`src/rtl/core/lrfq_pkg.sv`:
```
// Shared types and constants for the first-quadrant line rasterizer.
// No dependencies; every rtl/core module imports this package.
`default_nettype none
package lrfq_pkg;

   // Field width of every coordinate on the ports
   localparam int PIXEL_BITS  = 6;
   // Coordinates are masked to this many bits before use (2..PIXEL_BITS)
   localparam int COORD_BITS  = 6;
   // Error term: 2*COORD_BITS range plus sign
   localparam int ERR_BITS    = COORD_BITS + 2;
   // Command queue between setup and stepper
   localparam int QUEUE_DEPTH = 2;
   localparam int QPTR_BITS   = (QUEUE_DEPTH > 1) ? $clog2(QUEUE_DEPTH) : 1;
   localparam int QCNT_BITS   = $clog2(QUEUE_DEPTH + 1);

   typedef struct packed {
      logic [PIXEL_BITS-1:0] start_x;
      logic [PIXEL_BITS-1:0] start_y;
      logic [PIXEL_BITS-1:0] end_x;
      logic [PIXEL_BITS-1:0] end_y;
   } req_type;

   typedef struct packed {
      logic [PIXEL_BITS-1:0] pixel_x;
      logic [PIXEL_BITS-1:0] pixel_y;
      logic                  last_pixel;
      logic                  bad_order;
   } rsp_type;

   // One classified line command, ready for the stepper
   typedef struct packed {
      logic                       bad;
      logic                       steep;
      logic [COORD_BITS-1:0]      x0;
      logic [COORD_BITS-1:0]      y0;
      logic [COORD_BITS-1:0]      steps;
      logic signed [ERR_BITS-1:0] err_init;
      logic signed [ERR_BITS-1:0] inc_step;  // added when the minor axis moves
      logic signed [ERR_BITS-1:0] inc_hold;  // added when it holds
   } setup_type;

endpackage
`default_nettype wire

```
`src/rtl/core/lrfq_front.sv`:
```
// Line setup: masks the endpoints, checks their order and derives the
// major axis, step count and error increments. Depends on lrfq_pkg.
`default_nettype none
module lrfq_front
   import lrfq_pkg::*;
(
   input  var req_type   cmd,
   output var setup_type setup
);

   logic [COORD_BITS-1:0] x0, y0, x1, y1;
   logic [COORD_BITS-1:0] dx, dy, major, minor;
   logic                  steep;
   logic [COORD_BITS:0]   diff;

   always_comb begin
      x0    = cmd.start_x[COORD_BITS-1:0];
      y0    = cmd.start_y[COORD_BITS-1:0];
      x1    = cmd.end_x[COORD_BITS-1:0];
      y1    = cmd.end_y[COORD_BITS-1:0];
      dx    = x1 - x0;
      dy    = y1 - y0;
      steep = dy > dx;
      major = steep ? dy : dx;
      minor = steep ? dx : dy;
      diff  = {1'b0, minor} - {1'b0, major};

      setup.bad      = (x1 < x0) || (y1 < y0);
      setup.steep    = steep;
      setup.x0       = x0;
      setup.y0       = y0;
      setup.steps    = major;
      setup.err_init = $signed({1'b0, minor, 1'b0}) - $signed({2'b00, major});
      setup.inc_step = $signed({diff, 1'b0});
      setup.inc_hold = $signed({1'b0, minor, 1'b0});
   end

endmodule
`default_nettype wire

```
`src/rtl/core/lrfq_queue.sv`:
```
// Short command queue between line setup and the pixel stepper.
// Depends on lrfq_pkg for setup_type and the queue depth.
`default_nettype none
module lrfq_queue
   import lrfq_pkg::*;
(
   input  var logic      clock,
   input  var logic      reset,
   input  var logic      push,
   input  var setup_type push_data,
   output var logic      full,
   input  var logic      pop,
   output var logic      not_empty,
   output var setup_type pop_data
);

   setup_type              entry_ff [QUEUE_DEPTH];
   logic [QPTR_BITS-1:0]   wr_ptr_ff, wr_ptr_in;
   logic [QPTR_BITS-1:0]   rd_ptr_ff, rd_ptr_in;
   logic [QCNT_BITS-1:0]   count_ff, count_in;
   logic                   do_push, do_pop;

   function automatic logic [QPTR_BITS-1:0] next_ptr(input logic [QPTR_BITS-1:0] p);
      return (p == QPTR_BITS'(QUEUE_DEPTH - 1)) ? '0 : p + 1'b1;
   endfunction

   assign full      = (count_ff == QCNT_BITS'(QUEUE_DEPTH));
   assign not_empty = (count_ff != '0);
   assign pop_data  = entry_ff[rd_ptr_ff];
   assign do_push   = push && !full;
   assign do_pop    = pop && not_empty;

   always_comb begin
      wr_ptr_in = do_push ? next_ptr(wr_ptr_ff) : wr_ptr_ff;
      rd_ptr_in = do_pop  ? next_ptr(rd_ptr_ff) : rd_ptr_ff;
      count_in  = count_ff;
      if (do_push && !do_pop) begin
         count_in = count_ff + 1'b1;
      end else if (do_pop && !do_push) begin
         count_in = count_ff - 1'b1;
      end
   end

   always_ff @(posedge clock) begin
      if (reset) begin
         wr_ptr_ff <= '0;
         rd_ptr_ff <= '0;
         count_ff  <= '0;
      end else begin
         wr_ptr_ff <= wr_ptr_in;
         rd_ptr_ff <= rd_ptr_in;
         count_ff  <= count_in;
      end
   end

   always_ff @(posedge clock) begin
      if (do_push) begin
         entry_ff[wr_ptr_ff] <= push_data;
      end
   end

endmodule
`default_nettype wire

```
`src/rtl/core/lrfq_back.sv`:
```
// Pixel stepper: walks one line a pixel per beat from the queued setup,
// holding the current pixel as the output register. Depends on lrfq_pkg.
`default_nettype none
module lrfq_back
   import lrfq_pkg::*;
(
   input  var logic      clock,
   input  var logic      reset,
   input  var logic      cmd_valid,
   input  var setup_type cmd,
   output var logic      cmd_pop,
   output var logic      rsp_valid,
   input  var logic      rsp_stall,
   output var rsp_type   rsp_payload
);

   logic                       busy_ff, busy_in;
   logic                       bad_ff, bad_in;
   logic                       steep_ff, steep_in;
   logic [COORD_BITS-1:0]      x_ff, x_in;
   logic [COORD_BITS-1:0]      y_ff, y_in;
   logic [COORD_BITS-1:0]      cnt_ff, cnt_in;
   logic signed [ERR_BITS-1:0] err_ff, err_in;
   logic signed [ERR_BITS-1:0] inc_step_ff, inc_step_in;
   logic signed [ERR_BITS-1:0] inc_hold_ff, inc_hold_in;
   logic                       last, beat, move_minor;

   assign last       = (cnt_ff == '0);
   assign beat       = busy_ff && !rsp_stall;
   assign move_minor = (err_ff > 0);
   assign cmd_pop    = cmd_valid && (!busy_ff || (beat && last));

   assign rsp_valid              = busy_ff;
   assign rsp_payload.pixel_x    = PIXEL_BITS'(x_ff);
   assign rsp_payload.pixel_y    = PIXEL_BITS'(y_ff);
   assign rsp_payload.last_pixel = last;
   assign rsp_payload.bad_order  = bad_ff;

   always_comb begin
      busy_in     = busy_ff;
      bad_in      = bad_ff;
      steep_in    = steep_ff;
      x_in        = x_ff;
      y_in        = y_ff;
      cnt_in      = cnt_ff;
      err_in      = err_ff;
      inc_step_in = inc_step_ff;
      inc_hold_in = inc_hold_ff;
      if (cmd_pop) begin
         // load the next line; a bad command is one beat at the origin
         busy_in     = 1'b1;
         bad_in      = cmd.bad;
         steep_in    = cmd.steep;
         x_in        = cmd.bad ? '0 : cmd.x0;
         y_in        = cmd.bad ? '0 : cmd.y0;
         cnt_in      = cmd.bad ? '0 : cmd.steps;
         err_in      = cmd.err_init;
         inc_step_in = cmd.inc_step;
         inc_hold_in = cmd.inc_hold;
      end else if (beat && last) begin
         busy_in = 1'b0;
      end else if (beat) begin
         // advance the major axis, the minor one when the error is positive
         cnt_in = cnt_ff - 1'b1;
         err_in = err_ff + (move_minor ? inc_step_ff : inc_hold_ff);
         if (steep_ff) begin
            y_in = y_ff + 1'b1;
            x_in = x_ff + COORD_BITS'(move_minor);
         end else begin
            x_in = x_ff + 1'b1;
            y_in = y_ff + COORD_BITS'(move_minor);
         end
      end
   end

   always_ff @(posedge clock) begin
      if (reset) begin
         busy_ff <= 1'b0;
      end else begin
         busy_ff <= busy_in;
      end
   end

   always_ff @(posedge clock) begin
      bad_ff      <= bad_in;
      steep_ff    <= steep_in;
      x_ff        <= x_in;
      y_ff        <= y_in;
      cnt_ff      <= cnt_in;
      err_ff      <= err_in;
      inc_step_ff <= inc_step_in;
      inc_hold_ff <= inc_hold_in;
   end

   a_bad_is_single: assert property (@(posedge clock) disable iff (reset)
      (busy_ff && bad_ff) |-> (last && x_ff == '0 && y_ff == '0))
      else $error("bad-order beat is not a single origin pixel");

   a_major_steps: assert property (@(posedge clock) disable iff (reset)
      (beat && !last) |=> (busy_ff &&
         ($past(steep_ff) ? (y_ff == $past(y_ff) + 1'b1)
                          : (x_ff == $past(x_ff) + 1'b1))))
      else $error("major axis did not advance by one");

   a_idle_holds: assert property (@(posedge clock) disable iff (reset)
      (!busy_ff && !cmd_valid) |=> !busy_ff)
      else $error("stepper went busy with no queued command");

endmodule
`default_nettype wire

```
`src/rtl/core/line_rasterizer_first_quadrant.sv`:
```
// An accepted command is written into the command queue and, with the stepper idle,
// loaded into the stepper's pixel register. One pixel per cycle while the pixel side
// does not stall: max(dx,dy)+1 pixels per line (up to 64), one for a bad-order command;
// the stepper's single pixel register sets this rate. A two-entry command queue lets
// lines follow gaplessly. Reset (synchronous, active high) empties the queue and idles
// the stepper. Depends on lrfq_pkg, lrfq_front, lrfq_queue and lrfq_back.
`default_nettype none
module line_rasterizer_first_quadrant
   import lrfq_pkg::*;
(
   input  var logic    clock,
   input  var logic    reset,
   input  var logic    req_valid,
   output var logic    req_stall,
   input  var req_type req_payload,
   output var logic    rsp_valid,
   input  var logic    rsp_stall,
   output var rsp_type rsp_payload
);

   setup_type setup;     // classified command from the front
   setup_type q_head;    // oldest queued command
   logic      q_full;
   logic      q_valid;
   logic      q_pop;

   // Front: mask endpoints, flag bad order, pick the major axis
   lrfq_front u_front (
      .cmd   (req_payload),
      .setup (setup)
   );

   // Stall the request side only when the queue is full
   assign req_stall = q_full;

   lrfq_queue u_queue (
      .clock     (clock),
      .reset     (reset),
      .push      (req_valid),
      .push_data (setup),
      .full      (q_full),
      .pop       (q_pop),
      .not_empty (q_valid),
      .pop_data  (q_head)
   );

   // Back: step the line, one pixel per response beat
   lrfq_back u_back (
      .clock       (clock),
      .reset       (reset),
      .cmd_valid   (q_valid),
      .cmd         (q_head),
      .cmd_pop     (q_pop),
      .rsp_valid   (rsp_valid),
      .rsp_stall   (rsp_stall),
      .rsp_payload (rsp_payload)
   );

endmodule
`default_nettype wire

```
`config.mk`:
```
export PLATFORM = sky130hd
export DESIGN_NAME = line_rasterizer_first_quadrant
export DESIGN_NICKNAME = d
export VERILOG_FILES = /design/src/rtl/core/lrfq_pkg.sv /design/src/rtl/core/lrfq_front.sv /design/src/rtl/core/lrfq_queue.sv /design/src/rtl/core/lrfq_back.sv /design/src/rtl/core/line_rasterizer_first_quadrant.sv
export SDC_FILE = /design/constraint.sdc
export NUM_CORES = 1
export LEC_CHECK = 0
export BUFFER_PORTS_ARGS = -buffer_cell sky130_fd_sc_hd__clkbuf_2
export CAP_MARGIN = 20
export CORE_ASPECT_RATIO = 0.5
export CORE_MARGIN = 8
export CORE_UTILIZATION = 60
export CTS_BUF_LIST = sky130_fd_sc_hd__clkbuf_4 sky130_fd_sc_hd__clkbuf_8 sky130_fd_sc_hd__clkbuf_16
export CTS_CLUSTER_DIAMETER = 80
export DETAILED_ROUTE_END_ITERATION = 16
export HOLD_SLACK_MARGIN = 0.08
export PLACE_DENSITY = 0.77
export RECOVER_POWER = 100
export REMOVE_ABC_BUFFERS = 1
export SETUP_SLACK_MARGIN = 0.1
export SYNTH_ARGS = -nofsm -noshare
export SYNTH_HDL_FRONTEND = slang
export SYNTH_SLANG_ARGS = --single-unit
```
`constraint.sdc`:
```
create_clock -name clock -period 9 [get_ports clock]
set_input_delay 0.9 -clock clock [delete_from_list [all_inputs] [get_ports clock]]
set_output_delay 0.9 -clock clock [all_outputs]
set_load 0.01 [all_outputs]
```
* Yosys cells after proc, flatten, opt, wreduce, memory -nomap -nowiden *
Memories as Yosys holds them, arrays and structs flattened. A register that Yosys moved wholly into a read port is not among the register bits.
Index checks and enable logic that the tools add are counted.

word-level totals
  register bits = 49
  memories kept = 1
  RAM bits = 82

memory list
  memory            words  bits a word  rd ports  clocked after memory_dff  write ports  line              source
  u_queue.entry_ff  2      41           1         1                         1            lrfq_queue.sv:17  setup_type entry_ff [QUEUE_DEPTH];

operators by class
  $lt $le $gt $ge = 4
  multiplexer cells = 30
  reductions and logical operators = 20
  equality and inequality tests = 2
  $add $sub $neg = 14

operator list
  kind                                                count
  2-to-1 mux 6 bit                                    16
  2-to-1 mux 8 bit                                    4
  adder 6 x 1 -> 6 bit                                2
  adder 6 x 1 -> 6 bit, second input constant         2
  less-than comparator 6 bit                          2
  subtractor 6 bit                                    2
  adder 8 bit                                         1
  > comparator 8 x 1 -> 1 bit, second input constant  1
  2-to-1 mux 1 bit                                    8
  nonzero test 2 bit                                  4
  subtractor 7 x 6 -> 8 bit                           1
  logical AND 1 bit                                   7
  subtractor 6 x 6 -> 7 bit                           1
  > comparator 6 bit                                  1
  zero test 6 bit                                     1
  subtractor 6 x 1 -> 6 bit, second input constant    1
  zero test 1 bit                                     5
  2-to-1 mux 2 bit                                    2
  adder 1 bit, second input constant                  2
  adder 2 x 1 -> 2 bit, second input constant         1
  equality test 2 bit, second input constant          1
  logical OR 1 bit                                    2
  inequality test 2 bit, second input constant        1
  AND reduction 2 bit                                 1
  subtractor 2 x 1 -> 2 bit, second input constant    1

* Depth between registers and ports, before layout *
Gate-level depths: netlist (run 1).

  depth in word-level cells = 9
  mapped depth = 21

* Modules after synthesis *
Synthesis (run 1) repeated with hierarchy kept, for this count alone.

second synthesis, totals
  cell total of the unflattened synthesis = 612
  area, all modules = 7499.7 um^2

modules (own cells, without submodules)
  module      cells each  area each (um^2)  seq. area each (um^2)  times used
  lrfq_queue  162         3383.2            2742.6                 1
  lrfq_back   206         2424.8            1341.3                 1
  lrfq_front  244         1691.6            0.0                    1

* Worst setup path after synthesis (run 1) *
Ideal clock, no wire load.

  path type = input to register
  start = input req_payload[19] in the netlist's numbering
  end = memory u_queue.entry_ff[0][18] in the netlist's numbering, data pin
  buffers on the path = 2
  data required time = 8737 ps
  cell stages on the path = 19
  setup time = 263 ps
  slack = 4126 ps
  arrival time = 4611 ps
  cells stage by stage = inv_1 ha_1 nor2b_4 o31ai_1 nand2_1 ha_1 nand4_1 nor4b_4 or2_1 buf_6 clkbuf_1 nand2_1 o21ai_0 ha_1 a21o_1 a41oi_2 o21ai_1 a21o_1 xor2_1

RTL lines
  what             line                                  source
  start, declared  line_rasterizer_first_quadrant.sv:15  input var req_type req_payload,
  end, declared    lrfq_queue.sv:17

==> parameters.txt, run 1 <==
Parameter                              Value

Finish
  Leading cell type in the layout, fill and taps excluded ... sky130_fd_sc_hd__edfxtp_1
  Fill cells ... 805
  Inserted Diodes ... 0
  Leading cell types in the layout, fill and taps excluded ... 121 x sky130_fd_sc_hd__edfxtp_1, 37 x sky130_fd_sc_hd__o21ai_0, 36 x sky130_fd_sc_hd__inv_1
  P&R area growth vs syn ... 13.3%
  Register area ... 3750 µm²
  Area occupied by multi-input gates ... 2660 µm²
  Share of post-route cells with drive strength above 1 ... 12.8%
  Nets ... 638

Timing
  Worst Clk Skew ... 0.0130 ns
  Final Slew Violations ... 191
  Max Freq ... 0.156 GHz
  Setup tns final ... 0 ns
  Final-layout worst hold slack ... 0.518 ns
  Shortest clock period the worst path allows after layout ... 6.40 ns
  Final critical-path share of the clock period ... 71.1%
  Actual transition at the worst max-transition pin ... 2.81 ns
  Count of final setup violators ... 0
  Post-route setup slack ... 2.60 ns
  Hold Fails Final Rpt ... 0
  Setup repair after global routing missed its margin ... false
  Relative slew margins ... -87.2%

Global routing
  Largest net degree at the start of global routing ... 42
  Global-route wire length before repair ... 21.3 mm
  M2 GR Usage ... 27.0%
  Antenna violations before repair ... 0
  Number of global-route vias before repair ... 4214
  Layer with the highest usage ... met2
  Total congestion overflow after global routing ... 0
  GR Util met3 ... 5.37%
  Met1 global-route usage ... 25.8%
  Tot GR Track Use ... 18.6%

Yosys
  Post-synthesis average cell area ... 12.8 µm²
  Distinct cell type count after synthesis ... 61
  Warnings from Yosys ... 0
  Fraction of registers with async set/reset ... 0%
  Flops & latches, synth ... 127
  Share of synthesized area occupied by flip-flops and latches ... 56.5%
  Number of enable-type register cells in the synthesized netlist ... 121
  Instance count of the mapped netlist ... 520
  Area of the mapped netlist ... 6650 µm²
  Most used flip-flop cell after synthesis ... sky130_fd_sc_hd__edfxtp_1

Worst setup path
  Worst-path fanout max ... 19
  CP Launch Type ... primary input
  Family with the most delay on the worst path ... compound AO/OA/AOI/OAI gates
  Count of buffering cells on the critical path with inverters included ... 3
  Critical path start-end classification ... primary input to flop
  Crit-path most repeated cell ... sky130_fd_sc_hd__ha_1
  Kind of end point of the critical path ... flop
  Cell at the slowest stage of the critical path ... sky130_fd_sc_hd__or2_0
  Required time of the critical path ... 9.22 ns
  Highest cell delay on the worst timing path ... 0.84 ns
  Crit path cell chain ... clkbuf_1 -> inv_1 -> ha_1 -> nor2b_1 -> o31ai_1 -> nand2_1 -> ha_1 -> o21ai_0 -> o211ai_1 -> a31oi_1 -> or2_0 -> inv_1 -> o21a_1 -> ha_1 -> a21o_1 -> a41oi_1 -> o21ai_0 -> a21o_1 -> a211oi_1
  Arr. time, crit path ... 6.62 ns

CTS
  CTS tree ... yes
  Hold_buf cts ... 0
  CTS sink cnt ... 127
  Later-pin clock latency in the skew report ... 0.42 ns
  Clk slew on worst S/H paths ... 0.06 ns
  Buffer depth of the longest clock path ... 2
  Post-CTS Resized ... 0
  Buffers inserted during post-CTS setup optimization ... 0
  Number of levels the H-tree was split into ... 4
  Clock buffer count from CTS ... 17
  CTS Root Cell ... sky130_fd_sc_hd__clkbuf_16

Power
  Cell area power density ... 384 nW/µm²
  VDD IR-drop max ... 0.179 mV
  Leakage power total ... 2.84 nW

Die
  Floorplan die width ... 165 µm
  Area of the core region ... 10900 µm²
  I/O pin count ... 44
  Die height ... 90.4 µm
  Full die area ... 14900 µm²
  Starting utilization of the core area ... 60.9%
  Site row count ... 27

Placement
  Quantity of I/O buffers inserted on ports ... 43
  Last weighted congestion value of the routability-driven placer ... 0.877
  Post-detail-place hpwl ... 8.78 mm
  Worst-case setup slack after placement ... 2.88 ns

Route
  DRC Markers ... 0
  Routed len/inst ... 17.9 µm
  Number of detailed-routing iterations run before antenna repair ... 5
  Antenna-violating nets left ... 0
  Vias per cell ... 5.77
  DRT iter0 DRCs ... 238
  Final wirelength ... 13.0 mm
  Vias post-DR ... 4203

Worst hold path
  Worst hold-check path type ... flop to flop

Flow run
  Count of maximum capacitance violations ... 5

Outcome
  Violated checks ... capacitance limit, slew limit
  Run status ... complete, but fails checks
==> path summary, 6_finish.rpt <==
kind,from,end,slack [ns],depth (start not counted)
max reg2reg,u_back.cnt_ff[2]$_DFFE_PP_,u_back.x_ff[2]$_DFFE_PP_,5.12,8
min,u_queue.rd_ptr_ff$_SDFFE_PP0P_,flop,0.52,2
min reg2reg,u_queue.rd_ptr_ff$_SDFFE_PP0P_,flop,0.52,2
max,req_payload[19],u_queue.entry_ff[1][20]$_DFFE_PP_,2.60,19
==> state kept, by name, indices dropped and copies added (netlist names), 2 cells and up, named ones only <==
name / cells
u_queue.count_ff: 2
u_back.inc_hold_ff: 6
u_back.err_ff: 8
u_back.inc_step_ff: 7
u_queue.entry_ff: 80
u_back.x_ff: 6
u_back.cnt_ff: 6
u_back.y_ff: 6
==> area by class of cell <==
| cell class | instances | area share (%) |
|---|---|---|
| Clock buffer | 21 | 6.83 |
| Timing Repair Buffer | 48 | 2.64 |
| Sequential cell | 127 | 49.8 |
| Tap cell | 145 | 2.41 |
| Inverter | 36 | 1.79 |
| Clock inverter | 11 | 1.16 |
| Multi-Input combinational cell | 341 | 35.3 |
==> through the flow <==
stage               instance area (µm²)  instances  util, %  total power, W
global route                       7530        729     69.0         0.00310
finish                             7530        729     69.0         0.00289
global placement                   7020        697     64.4         0.00219
detailed placement                 7020        697     64.4         0.00223
floorplan                          6570        504        -         0.00192
CTS                                7620        729     69.9         0.00293
==> synthesized netlist by cell type (2+ instances only) <==
library cell               count  area, µm²
sky130_fd_sc_hd__o21a_1        6       45.0
sky130_fd_sc_hd__o21bai_1      3       22.5
sky130_fd_sc_hd__dfxtp_1       6        120
sky130_fd_sc_hd__and3b_1       2       17.5
sky130_fd_sc_hd__nor3b_1       2       15.0
sky130_fd_sc_hd__a21o_1        6       45.0
sky130_fd_sc_hd__nor4_1        2       12.5
sky130_fd_sc_hd__xor2_1       20        175
sky130_fd_sc_hd__edfxtp_1    121       3630
sky130_fd_sc_hd__mux2i_1      28        280
sky130_fd_sc_hd__and2_1        3       18.8
sky130_fd_sc_hd__a31oi_1       3       18.8
sky130_fd_sc_hd__nor2b_1       8       50.1
sky130_fd_sc_hd__nor3_1        7       35.0
sky130_fd_sc_hd__o31ai_1       6       45.0
sky130_fd_sc_hd__o22ai_1       3       18.8
sky130_fd_sc_hd__and3_1        3       18.8
sky130_fd_sc_hd__mux2_2       21        236
sky130_fd_sc_hd__a211oi_1      2       15.0
sky130_fd_sc_hd__or3_1        17        106
sky130_fd_sc_hd__nand3_1       8       40.0
sky130_fd_sc_hd__nand2_1      32        120
sky130_fd_sc_hd__o211ai_1      4       30.0
sky130_fd_sc_hd__inv_1        35        131
sky130_fd_sc_hd__nand2b_1      5       31.3
sky130_fd_sc_hd__buf_4         2       15.0
sky130_fd_sc_hd__a211oi_2      2       25.0
sky130_fd_sc_hd__clkbuf_1     11       41.3
sky130_fd_sc_hd__o21ai_0      36        180
sky130_fd_sc_hd__nor2_1       20       75.1
sky130_fd_sc_hd__ha_1         35        438
sky130_fd_sc_hd__a21oi_1      12       60.1
sky130_fd_sc_hd__xnor2_1      15        131
sky130_fd_sc_hd__o31a_1        2       17.5
sky130_fd_sc_hd__fa_1          4       80.1
sky130_fd_sc_hd__a21oi_2       2       17.5
sky130_fd_sc_hd__xor2_2        2       32.5
==> per-layer routing <==
metal | share of wire (%) | wire, µm
met5 | 0 | 0
met4 | 1.5 | 196
met3 | 5.4 | 700
met2 | 43 | 5670
met1 | 50 | 6480
==> report_power, final <==
part	internal [W]	switching [W]	total (W)
Sequential	0.00101	0.0000878	0.00110
Clock	0.000415	0.000266	0.000681
Combinational	0.000442	0.000674	0.00112
==> worst register-to-register path: cells and delay by family (launching register included) <==
kind,cells,cell delay (ns)
compound gates,3,0.63
simple gates,2,0.50
flops,1,0.44
buf+inv,3,1.88
==> cell families after synthesis <==
| family | Yosys count | synth area share (%) |
|---|---|---|
| flops | 127 | 56.5 |
| simple gates | 116 | 9.28 |
| mux | 50 | 7.94 |
| compound gates | 99 | 10.2 |
| xor+xnor | 37 | 5.10 |
| buf+inv | 52 | 3.18 |
| fa+ha+maj | 39 | 7.79 |
Power figures use the tool's default switching activity.
==> run 2: changes to the inputs <==
==> constraint.sdc (replaced) <==
create_clock -name clock -period 6.55 [get_ports clock]
set_input_delay 0.655 -clock clock [delete_from_list [all_inputs] [get_ports clock]]
set_output_delay 0.655 -clock clock [all_outputs]
set_load 0.01 [all_outputs]
==> run 2 against run 1 <==
Compared with the run above:
- the flow still finishes with violations (capacitance limit, slew limit)
- clock skew fell by 0.0048 ns
- power up 37%
- flip-flop and latch count is the same
- utilization is 0.40 points lower
- register-to-register slack got worse by 2.5 ns
- global-route usage up 0.36 points
- critical path type unchanged
- critical endpoint is now u_queue.entry_ff[0][20]$_DFFE_PP_
- highest routed layer unchanged
==> parameters.txt, run 2 (synthesis results as in run 1) <==
Parameter                              Value

Die
  Full die area ... 14900 µm² (unchanged)
  Die height ... 90.4 µm (unchanged)
  Floorplan die width ... 165 µm (unchanged)
  Starting utilization of the core area ... 60.9% (unchanged)
  I/O pin count ... 44 (unchanged)
  Area of the core region ... 10900 µm² (unchanged)
  Site row count ... 27 (unchanged)

Route
  Vias per cell ... 5.76 (-0.14%)
  DRT iter0 DRCs ... 345 (+45%)
  DRC Markers ... 0 (unchanged)
  Vias post-DR ... 4203 (unchanged)
  Final wirelength ... 13.5 mm (+3.5%)
  Number of detailed-routing iterations run before antenna repair ... 4 (-1)
  Antenna-violating nets left ... 0 (unchanged)
  Routed len/inst ... 18.5 µm (+3.4%)

Finish
  Inserted Diodes ... 0 (unchanged)
  Leading cell type in the layout, fill and taps excluded ... sky130_fd_sc_hd__edfxtp_1
  Fill cells ... 794 (-1.4%)
  Nets ... 639 (+0.16%)
  Largest registers ... u_queue.entry_ff x80, u_back.err_ff x8, u_back.inc_step_ff x7
  Share of post-route cells with drive strength above 1 ... 13.0% (+0.15 points)
  Register ranked first by flip-flop count ... u_queue.entry_ff
  Leading cell types in the layout, fill and taps excluded ... 121 x sky130_fd_sc_hd__edfxtp_1, 37 x sky130_fd_sc_hd__o21ai_0, 36 x sky130_fd_sc_hd__inv_1
  Number of flip-flops under the largest register name ... 80 (unchanged)
  P&R area growth vs syn ... 12.7%

Worst hold path
  Worst hold-check path type ... primary input to flop

CTS
  Hold_buf cts ... 0 (unchanged)
  Number of levels the H-tree was split into ... 4 (unchanged)
  Buffers inserted during post-CTS setup optimization ... 0 (unchanged)
  Post-CTS Resized ... 0 (unchanged)
  CTS tree ... yes
  CTS Root Cell ... sky130_fd_sc_hd__clkbuf_16
  CTS sink cnt ... 127 (unchanged)
  Clk slew on worst S/H paths ... 0.06 ns (about the same)
  Buffer depth of the longest clock path ... 2 (unchanged)
  Clock buffer count from CTS ... 17 (unchanged)
  Later-pin clock latency in the skew report ... 0.41 ns (about the same)

Global routing
  Largest net degree at the start of global routing ... 42 (unchanged)
  Antenna violations before repair ... 0 (unchanged)
  Global-route wire length before repair ... 22.2 mm (+4.0%)
  Number of global-route vias before repair ... 4295 (+1.9%)
  Total congestion overflow after global routing ... 0 (unchanged)
  Tot GR Track Use ... 19.0% (+0.36 points)

Power
  Switching power ... 0.00143 W (+39%)
  Proportion of total power due to net switching ... 36.0% (+0.49 points)
  Proportion of power drawn by flip-flops and latches ... 38.3% (+0.4 points)
  Leakage power total ... 2.81 nW (-0.93%)
  Clock power frac ... 22.2% (-1.3 points)
  Internal power component ... 0.00253 W (+36%)
  VDD IR-drop max ... 0.242 mV (+35%)
  Logic gate share of total power ... 39.5% (+0.9 points)
  Cell area power density ... 529 nW/µm² (+38%)

Timing
  Relative slew margins ... -93.6% (-6.4 points)
  Final Slew Violations ... 191 (unchanged)
  Count of final setup violators ... 0 (unchanged)
  Setup repair after global routing missed its margin ... false
  Worst Clk Skew ... 0.00816 ns (-0.00484 ns)
  Final critical-path share of the clock period ... 85.3%
  Final-layout worst hold slack ... 0.480 ns (-0.0381 ns)
  Shortest clock period the worst path allows after layout ... 5.59 ns
  Setup tns final ... 0 ns (unchanged)
  Hold Fails Final Rpt ... 0 (unchanged)
  Actual transition at the worst max-transition pin ... 2.90 ns (+0.0962 ns)
  Max Freq ... 0.179 GHz
  Post-route setup slack ... 0.965 ns (-1.64 ns)

Worst setup path
  Family with the most delay on the worst path ... compound AO/OA/AOI/OAI gates
  Arr. time, crit path ... 5.81 ns (-0.81 ns)
  Crit-path most repeated cell ... sky130_fd_sc_hd__ha_1
  Cell at the slowest stage of the critical path ... sky130_fd_sc_hd__or2_1
  Highest cell delay on the worst timing path ... 0.56 ns (-0.28 ns)
  Kind of end point of the critical path ... flop
  Critical path start-end classification ... primary input to flop
  Crit path cell chain ... clkbuf_1 -> ha_1 -> inv_1 -> fa_1 -> xor2_1 -> ha_1 -> o21a_1 -> o21ai_0 -> o211ai_1 -> a31oi_1 -> clkbuf_1 -> or2_1 -> inv_1 -> o21a_1 -> ha_1 -> a21o_1 -> a41oi_1 -> o21ai_0 -> a21o_1 -> a211oi_2
  Required time of the critical path ... 6.78 ns (-2.44 ns)
  Worst-path fanout max ... 19 (unchanged)
  CP Launch Type ... primary input
  Count of buffering cells on the critical path with inverters included ... 4 (+1)

Placement
  Last weighted congestion value of the routability-driven placer ... 0.849 (-3.1%)
  Worst-case setup slack after placement ... 1.05 ns (-1.83 ns)
  Quantity of I/O buffers inserted on ports ... 43 (unchanged)
  Post-detail-place hpwl ... 9.12 mm (+3.8%)

Outcome
  Violated checks ... capacitance limit, slew limit
  Run status ... complete, but fails checks

Flow run
  Count of maximum capacitance violations ... 5 (unchanged)
[run 2: cell count changes in the layout (fill, tap and decap cells not counted), sizes merged]
cell / before / now
inv: 43 / 38
clkinv: 4 / 8
clkinvlp: 0 / 2
bufinv: 0 / 1
clkbuf: 69 / 68
[run 2: layer usage]
metal	global-route usage, %	share of wire, %	wire length [µm]
met5	0	0	0
met4	5.14	0.96	129
met3	4.32	4.8	645
met2	28.8	45	6100
met1	26.8	49	6630
[run 2: final timing paths]
path	depth (start not counted)	slack, ns	start	to
worst min register to register	2	0.51	u_queue.count_ff[1]$_SDFFE_PP0P_	u_queue.count_ff[1]$_SDFFE_PP0P_
worst max register to register	8	2.67	u_back.cnt_ff[2]$_DFFE_PP_	u_back.x_ff[0]$_DFFE_PP_
worst max-delay path	20	0.96	req_payload[12]	u_queue.entry_ff[0][20]$_DFFE_PP_
worst min-delay path	1	0.48	req_payload[22]	u_queue.entry_ff[1][37]$_DFFE_PP_
[run 2: cell type report]
class	count	area (µm²)	share of cell area (%)
Timing Repair Buffer	49	203	2.71
Clock buffer	19	440	5.88
Multi-Input combinational cell	341	2660	35.5
Sequential cell	127	3750	50.1
Inverter	36	135	1.80
Clock inverter	13	116	1.55
Tap cell	145	181	2.42
[run 2: per-stage QoR]
| step | utilization [%] | power, W | std cells | instance area, µm² |
|---|---|---|---|---|
| 6_report | 68.6 | 0.00396 | 730 | 7490 |
| 5_1_grt | 68.6 | 0.00420 | 730 | 7490 |
| 4_1_cts | 69.5 | 0.00399 | 730 | 7590 |
| 3_5_place_dp | 64.4 | 0.00309 | 698 | 7030 |
| 3_3_place_gp | 64.4 | 0.00302 | 698 | 7030 |
| 2_1_floorplan | - | 0.00263 | 504 | 6570 |
[run 2: power groups by stage]
stage	Sequential [W]	Clock [W]	Combinational [W]
after detailed placement	0.00152	0	0.00157
after floorplan	0.00154	0	0.00109
after global routing	0.00155	0.000921	0.00173
after CTS	0.00151	0.000893	0.00159
final	0.00152	0.000879	0.00156
after global placement	0.00150	0	0.00152
